`src/sv/mrf_pkg.sv`:
```
// package: types, codes and constants of the matrix rolling fingerprint unit
`default_nettype none
package mrf_pkg;

  localparam int unsigned ENTRY_W   = 31;
  localparam int unsigned BYTE_W    = 8;
  localparam int unsigned STEP_W    = $clog2(BYTE_W);
  localparam int unsigned BIT_IDX_W = $clog2(ENTRY_W);

  localparam logic [ENTRY_W-1:0] PRIME_RESET = {ENTRY_W{1'b1}};
  localparam logic [ENTRY_W-1:0] PRIME_MIN   = ENTRY_W'(3);

  // operation codes
  localparam logic [1:0] FUNC_START  = 2'd0;
  localparam logic [1:0] FUNC_APPEND = 2'd1;
  localparam logic [1:0] FUNC_ROLL   = 2'd2;

  typedef struct packed {
    logic [1:0]        func;
    logic [BYTE_W-1:0] new_byte;
    logic [BYTE_W-1:0] old_byte;
  } in_item_t;

  typedef struct packed {
    logic [ENTRY_W-1:0] entry_row0_col0;
    logic [ENTRY_W-1:0] entry_row0_col1;
    logic [ENTRY_W-1:0] entry_row1_col0;
    logic [ENTRY_W-1:0] entry_row1_col1;
  } out_item_t;

  typedef enum logic [2:0] {
    ST_IDLE,
    ST_REDUCE,
    ST_ROW,
    ST_COL,
    ST_DONE
  } state_t;

endpackage
`default_nettype wire

```
`src/sv/matrix_rolling_fingerprint_unit.sv`:
```
// top level: 2x2 matrix rolling fingerprint mod p on a shared two-lane modular add/sub unit
// start and append run the column steps over the new byte, roll runs the row steps over the old
// byte and then the column steps; unused code 3 passes the matrix on unchanged. an append or roll
// after a modulus write first reduces the stored matrix bit-serially. the add/sub unit steps once
// per byte bit; one item at a time, ready again once the result sits in the output register.
// reset (synchronous, rst high) loads the identity matrix and modulus 2^31-1
`default_nettype none
module matrix_rolling_fingerprint_unit
  import mrf_pkg::*;
(
  input  wire logic             clk,
  input  wire logic             rst,
  input  wire logic             in_valid,
  output logic                  in_ready,
  input  wire in_item_t         in_data,
  output logic                  out_valid,
  input  wire logic             out_ready,
  output out_item_t             out_data,
  input  wire logic             cfg_wr_en,
  input  wire logic [ENTRY_W-1:0] cfg_wr_data
);

  // registers
  state_t                 state, state_next;
  logic [ENTRY_W-1:0]     prime;
  logic                   dirty, dirty_next;      // stored matrix may exceed the modulus
  logic [ENTRY_W-1:0]     m [4];                  // row-major fingerprint
  logic [ENTRY_W-1:0]     m_next [4];
  in_item_t               item, item_next;
  logic [STEP_W-1:0]      cnt, cnt_next;
  logic [BIT_IDX_W-1:0]   bi, bi_next;
  logic                   sel, sel_next;          // entry pair under reduction
  logic [ENTRY_W-1:0]     rem [2];
  logic [ENTRY_W-1:0]     rem_next [2];
  logic                   out_valid_next;
  out_item_t              out_data_next;

  // shared lane unit operands
  logic [ENTRY_W-1:0] lane_a [2];
  logic [ENTRY_W-1:0] lane_b [2];
  logic               lane_cin [2];
  logic               lane_sub;
  logic [ENTRY_W-1:0] lane_res [2];

  logic               in_xfer;
  logic               out_free;

  assign in_ready = (state == ST_IDLE);
  assign in_xfer  = in_valid && in_ready;
  assign out_free = !out_valid || out_ready;

  // two modular add/sub lanes; operands are reduced so one correction suffices
  always_comb begin
    for (int l = 0; l < 2; l++) begin
      logic [ENTRY_W:0] s;
      logic [ENTRY_W:0] t;
      s = '0;
      t = '0;
      if (lane_sub) begin
        s = {1'b0, lane_a[l]} - {1'b0, lane_b[l]};
        t = s + {1'b0, prime};
        lane_res[l] = s[ENTRY_W] ? t[ENTRY_W-1:0] : s[ENTRY_W-1:0];
      end else begin
        s = {1'b0, lane_a[l]} + {1'b0, lane_b[l]} + {{ENTRY_W{1'b0}}, lane_cin[l]};
        t = s - {1'b0, prime};
        lane_res[l] = (s >= {1'b0, prime}) ? t[ENTRY_W-1:0] : s[ENTRY_W-1:0];
      end
    end
  end

  // lane operand selection
  always_comb begin
    lane_sub = 1'b0;
    for (int l = 0; l < 2; l++) begin
      lane_a[l]   = rem[l];
      lane_b[l]   = rem[l];
      lane_cin[l] = m[{sel, 1'(l)}][bi];
    end
    unique case (state)
      ST_ROW: begin
        lane_sub = 1'b1;
        if (item.old_byte[cnt]) begin
          // row0 -= row1
          lane_a[0] = m[0]; lane_b[0] = m[2];
          lane_a[1] = m[1]; lane_b[1] = m[3];
        end else begin
          // row1 -= row0
          lane_a[0] = m[2]; lane_b[0] = m[0];
          lane_a[1] = m[3]; lane_b[1] = m[1];
        end
      end
      ST_COL: begin
        // both column ops sum the row's two entries
        lane_a[0] = m[0]; lane_b[0] = m[1]; lane_cin[0] = 1'b0;
        lane_a[1] = m[2]; lane_b[1] = m[3]; lane_cin[1] = 1'b0;
      end
      ST_IDLE, ST_REDUCE, ST_DONE: begin
      end
      default: begin
      end
    endcase
  end

  // sequencer
  always_comb begin
    state_next     = state;
    dirty_next     = dirty;
    item_next      = item;
    cnt_next       = cnt;
    bi_next        = bi;
    sel_next       = sel;
    out_valid_next = out_valid && !out_ready;
    out_data_next  = out_data;
    for (int i = 0; i < 4; i++) m_next[i] = m[i];
    for (int l = 0; l < 2; l++) rem_next[l] = rem[l];

    unique case (state)
      ST_IDLE: begin
        if (in_xfer) begin
          item_next = in_data;
          cnt_next  = '0;
          bi_next   = BIT_IDX_W'(ENTRY_W - 1);
          sel_next  = 1'b0;
          for (int l = 0; l < 2; l++) rem_next[l] = '0;
          priority if (in_data.func == FUNC_START) begin
            m_next[0] = ENTRY_W'(1);
            m_next[1] = '0;
            m_next[2] = '0;
            m_next[3] = ENTRY_W'(1);
            dirty_next = 1'b0;
            state_next = ST_COL;
          end else if (in_data.func == FUNC_APPEND) begin
            state_next = dirty ? ST_REDUCE : ST_COL;
          end else if (in_data.func == FUNC_ROLL) begin
            state_next = dirty ? ST_REDUCE : ST_ROW;
          end else begin
            state_next = ST_DONE;
          end
        end
      end
      ST_REDUCE: begin
        // shift-subtract remainder, one bit of each entry in the pair per cycle
        for (int l = 0; l < 2; l++) rem_next[l] = lane_res[l];
        bi_next = bi - 1'b1;
        if (bi == '0) begin
          m_next[{sel, 1'b0}] = lane_res[0];
          m_next[{sel, 1'b1}] = lane_res[1];
          for (int l = 0; l < 2; l++) rem_next[l] = '0;
          bi_next  = BIT_IDX_W'(ENTRY_W - 1);
          sel_next = 1'b1;
          if (sel) begin
            dirty_next = 1'b0;
            state_next = (item.func == FUNC_ROLL) ? ST_ROW : ST_COL;
          end
        end
      end
      ST_ROW: begin
        if (item.old_byte[cnt]) begin
          m_next[0] = lane_res[0];
          m_next[1] = lane_res[1];
        end else begin
          m_next[2] = lane_res[0];
          m_next[3] = lane_res[1];
        end
        cnt_next = cnt + 1'b1;
        if (cnt == STEP_W'(BYTE_W - 1)) state_next = ST_COL;
      end
      ST_COL: begin
        if (item.new_byte[cnt]) begin
          m_next[1] = lane_res[0];
          m_next[3] = lane_res[1];
        end else begin
          m_next[0] = lane_res[0];
          m_next[2] = lane_res[1];
        end
        cnt_next = cnt + 1'b1;
        if (cnt == STEP_W'(BYTE_W - 1)) state_next = ST_DONE;
      end
      ST_DONE: begin
        // wait for the output register to be free
        if (out_free) begin
          out_valid_next = 1'b1;
          out_data_next.entry_row0_col0 = m[0];
          out_data_next.entry_row0_col1 = m[1];
          out_data_next.entry_row1_col0 = m[2];
          out_data_next.entry_row1_col1 = m[3];
          state_next = ST_IDLE;
        end
      end
      default: state_next = ST_IDLE;
    endcase

    // modulus write leaves stored entries possibly unreduced
    if (cfg_wr_en) dirty_next = 1'b1;
  end

  always_ff @(posedge clk) begin
    if (rst) begin
      state     <= ST_IDLE;
      dirty     <= 1'b0;
      out_valid <= 1'b0;
      prime     <= PRIME_RESET;
      m[0]      <= ENTRY_W'(1);
      m[1]      <= '0;
      m[2]      <= '0;
      m[3]      <= ENTRY_W'(1);
    end else begin
      state     <= state_next;
      dirty     <= dirty_next;
      out_valid <= out_valid_next;
      for (int i = 0; i < 4; i++) m[i] <= m_next[i];
      if (cfg_wr_en) begin
        // saturate values below three
        prime <= (cfg_wr_data < PRIME_MIN) ? PRIME_MIN : cfg_wr_data;
      end
    end
  end

  // payload registers
  always_ff @(posedge clk) begin
    item     <= item_next;
    cnt      <= cnt_next;
    bi       <= bi_next;
    sel      <= sel_next;
    out_data <= out_data_next;
    for (int l = 0; l < 2; l++) rem[l] <= rem_next[l];
  end

endmodule
`default_nettype wire
```
`config.mk`:
```
export PLATFORM = sky130hd
export DESIGN_NAME = matrix_rolling_fingerprint_unit
export DESIGN_NICKNAME = d
export VERILOG_FILES = /design/src/sv/mrf_pkg.sv /design/src/sv/matrix_rolling_fingerprint_unit.sv
export SDC_FILE = /design/constraint.sdc
export NUM_CORES = 1
export LEC_CHECK = 0
export ABC_CLOCK_PERIOD_IN_PS = 8300
export BUFFER_PORTS_ARGS = -buffer_cell sky130_fd_sc_hd__buf_2
export CAP_MARGIN = 40
export CORE_ASPECT_RATIO = 0.5
export CORE_MARGIN = 4
export CORE_UTILIZATION = 42
export DETAILED_ROUTE_END_ITERATION = 16
export REMOVE_ABC_BUFFERS = 1
export SLEW_MARGIN = 10
export SYNTH_ARGS = -nofsm -noshare
export SYNTH_HDL_FRONTEND = slang
export SYNTH_SLANG_ARGS = --single-unit
```
`constraint.sdc`:
```
create_clock -name clk -period 8.3 [get_ports clk]
set_input_delay 0.415 -clock clk [delete_from_list [all_inputs] [get_ports clk]]
set_output_delay 0.415 -clock clk [all_outputs]
set_load 0.01 [all_outputs]
```
==> flow_metrics.py <==
metrics = {
    "sta": {
        "timing.hold.ws_ns": 0.0376,
        "skew_ns": 0.0394,
        "max_freq_mhz": 122,
        "max-slew-margin-rel": 0.332,
        "period_share": 0.985,
        "tightest_slew_ns": 1.00,
        "fin_crit_ns": 8.18,
        "hold_viol_final": 0,
        "setup_viol": 0,
        "slew_viol_final": 0,
    },
    "routing": {
        "first_pass_iters": 6,
        "drt_iter0_drc": 4572,
        "routed_wl_um": 156000,
        "ant_nets": 0,
        "vias": 34000,
        "drcViolationCount": 0,
        "vias_per_cell": 6.30,
        "wl_per_cell_um": 28.9,
    },
    "die": {
        "fp.dieArea_mm2": 0.0835,
        "core-area_mm2": 0.0776,
        "rows": 72,
        "start_util": 0.426,
        "die_y_um": 206,
        "ioPinCount": 180,
        "die_x_um": 405,
    },
    "synthesis": {
        "postSynthCellCount": 3949,
        "ys_seq_area_frac": 0.291,
        "synth_area_mm2": 0.0330,
        "ys_ff_latch": 374,
        "yosysWarnings": 0,
        "synth_cell_types": 120,
        "synthTopCellsByArea": "edfxtp_1, dfxtp_1, ha_1",
        "synth.largest_area_cell": "edfxtp_1",
        "synth_edf_count": 213,
        "synthArstFlopShare": 0,
        "yosys_most_used_dff": "edfxtp_1",
        "yosysTopAreaCellShare": 0.194,
        "synth_area_per_cell_um2": 8.37,
    },
    "global_route": {
        "grt_start_max_net_pins": 101,
        "grt_antenna_before_repair": 5,
        "track_usage": 0.361,
        "grt_pass1_vias": 31000,
        "grt_pass1_wl_um": 221000,
        "grt_overflow": 0,
    },
    "clock_tree": {
        "clock-sinks": 374,
        "cts_max_level": 2,
        "clock_latency_ns": 0.63,
        "cts_tree": "done",
        "cts_max_path_buffers": 3,
        "clkTransAtPathRegs_ns": 0.07,
        "numCtsBuffers": 40,
        "root_buffer": "clkbuf_16",
    },
    "setup_path": {
        "reg2reg_depth": 34,
        "crit_type": "flip-flop to flip-flop",
        "r2r_slack_ns": 0.12,
        "endpoint": "rem[0][15]",
        "regToRegEndpoint": "rem[0][15]",
        "r2r_start": "bi[0]",
        "end_kind": "flip-flop",
        "arrival_ns": 8.59,
        "max_stage_delay_ns": 0.55,
        "cp_max_fo": 16,
        "cp_slowest_cell": "nor4_4",
        "crit_path_start": "bi[0]",
        "start_kind": "flip-flop",
        "cp_common_cell": "buf_4",
        "worstPathRequired_ns": 8.71,
    },
    "run_status": {
        "status": "finished, final reports clean",
    },
    "cells_and_area": {
        "stdcell_area_mm2": 0.0391,
        "n_fill_cell": 7511,
        "area_growth_pct": 18.5,
        "insertedDiodeCount": 0,
        "drive_gt1_frac": 0.180,
        "instances_no_fill": 5404,
        "final_nets": 4649,
    },
    "place": {
        "dp_hpwl_um": 125000,
        "gp_congestion": 1.03,
        "port-buffer-count": 179,
        "placed_area_mm2": 0.0372,
        "dp.cells": 5300,
    },
    "run": {
        "max_cap_violations": 0,
    },
    "hold_path": {
        "min_path_type": "input port to flip-flop",
    },
}
layer usage:
layer | track usage | up-vias | share of wire
met5 | 0 | - | 0.00090
met4 | 0.0996 | 2 | 0.031
met3 | 0.103 | 236 | 0.12
met2 | 0.505 | 1902 | 0.39
met1 | 0.535 | 16500 | 0.45
li1 | - | 15400 | -
timing repair:
action | 4_1_cts | 5_1_grt
pin swaps | 4 | 12
endpoints found under the hold margin | 16 | 0
buffers inserted | 2 | 9
endpoints found under the setup margin | 175 | 176
hold buffers | 16 | 0
gates resized for setup | 7 | 40
gates cloned | 0 | 1
flip-flops by register name, summed over array words and instances (netlist names), named ones only:
| signal | count |
|---|---|
| rem | 62 |
| out_data | 124 |
| sel | 1 |
| m | 124 |
| state | 3 |
| bi | 5 |
| cnt | 3 |
| prime | 31 |
| dirty | 1 |
| item | 18 |
| out_valid | 1 |
cell usage after synthesis, types with 47 or more instances:
cell      instances
a21oi_1         385
xnor2_1         142
ha_1            249
nand2_1         387
mux2i_1         189
nor3_1           74
nand2b_1         47
a211oi_1         55
inv_1           191
xor2_1           56
clkbuf_1        144
dfxtp_1         161
edfxtp_1        213
a21o_1           90
o21ai_0         304
o211ai_1         57
nor2_1          357
critical path, delay by kind of cell, from the launching register on:
family                   cells  cell delay (ns)
XOR/XNOR                     1             0.20
AND/OR/NAND/NOR              6             1.57
buffers and inverters        9             1.56
flip-flops                   1             0.40
AO/OA/AOI/OAI               14             2.66
multiplexers                 1             0.52
adder cells (fa/ha/maj)      3             1.03
per-stage QoR:
stage | utilization | TNS [ns] | setup WS [ns]
floorplan | - | -1065.16 | -6.48
CTS | 0.501 | 0 | 0.0147
global route | 0.505 | -0.0272 | -0.0116
detailed placement | 0.480 | -37.43 | -0.485
global placement | 0.478 | -133.23 | -1.12
finish | 0.505 | 0 | 0.124
placed cells by master, fill, tap and decap left out, types with 27 or more instances in the layout:
master     synthesis  layout
a211oi_1          55      52
a21o_1            90      90
a21oi_1          385     383
a221o_1           30      30
and2_1            28      27
buf_2             45     180
buf_4              7     346
clkbuf_16          0      44
dfxtp_1          161     159
edfxtp_1         213     213
ha_1             249     247
inv_1            191     191
mux2i_1          189     186
nand2_1          387     384
nand2b_1          47      46
nand3_1           45      45
nand4_1           28      28
nor2_1           357     353
nor3_1            74      71
o211ai_1          57      57
o21a_1            34      34
o21ai_0          304     292
o21ai_1           37      46
o21bai_1          37      37
o221ai_1          28      27
o22ai_1           27      27
xnor2_1          142     142
xor2_1            56      56
worst min-delay path by stage:
| stage | startpoint | to | cells after the start |
|---|---|---|---|
| after floorplan | m[3][3] | m[3][3] | 2 |
| after global placement | m[3][3] | m[3][3] | 2 |
| after detailed placement | m[3][3] | m[3][3] | 2 |
| after CTS | cfg_wr_data[12] | prime[12] | 3 |
| after global routing | cfg_wr_data[28] | prime[28] | 2 |
| final | cfg_wr_data[12] | prime[12] | 3 |
layout make-up:
| type | count | area (µm²) | area share |
|---|---|---|---|
| Clock inverter | 23 | 285 | 0.00729 |
| Sequential cell | 374 | 9630 | 0.246 |
| Multi-Input combinational cell | 3157 | 22000 | 0.562 |
| Clock buffer | 51 | 1130 | 0.0288 |
| Tap cell | 1036 | 1300 | 0.0331 |
| Timing Repair Buffer | 563 | 4070 | 0.104 |
| Inverter | 200 | 751 | 0.0192 |
cell families (layout without fill, tap and decap cells):
kind of cell | after synthesis | in the layout | synth area share
flip-flops | 374 | 374 | 0.291
XOR/XNOR | 199 | 199 | 0.0530
multiplexers | 234 | 234 | 0.0802
adder cells (fa/ha/maj) | 259 | 259 | 0.100
AND/OR/NAND/NOR | 1099 | 1099 | 0.150
buffers and inverters | 418 | 837 | 0.0512
AO/OA/AOI/OAI | 1366 | 1366 | 0.274
Power is not shown: default switching activity piles up to over one toggle a cycle in this logic, so the estimate is an artifact.
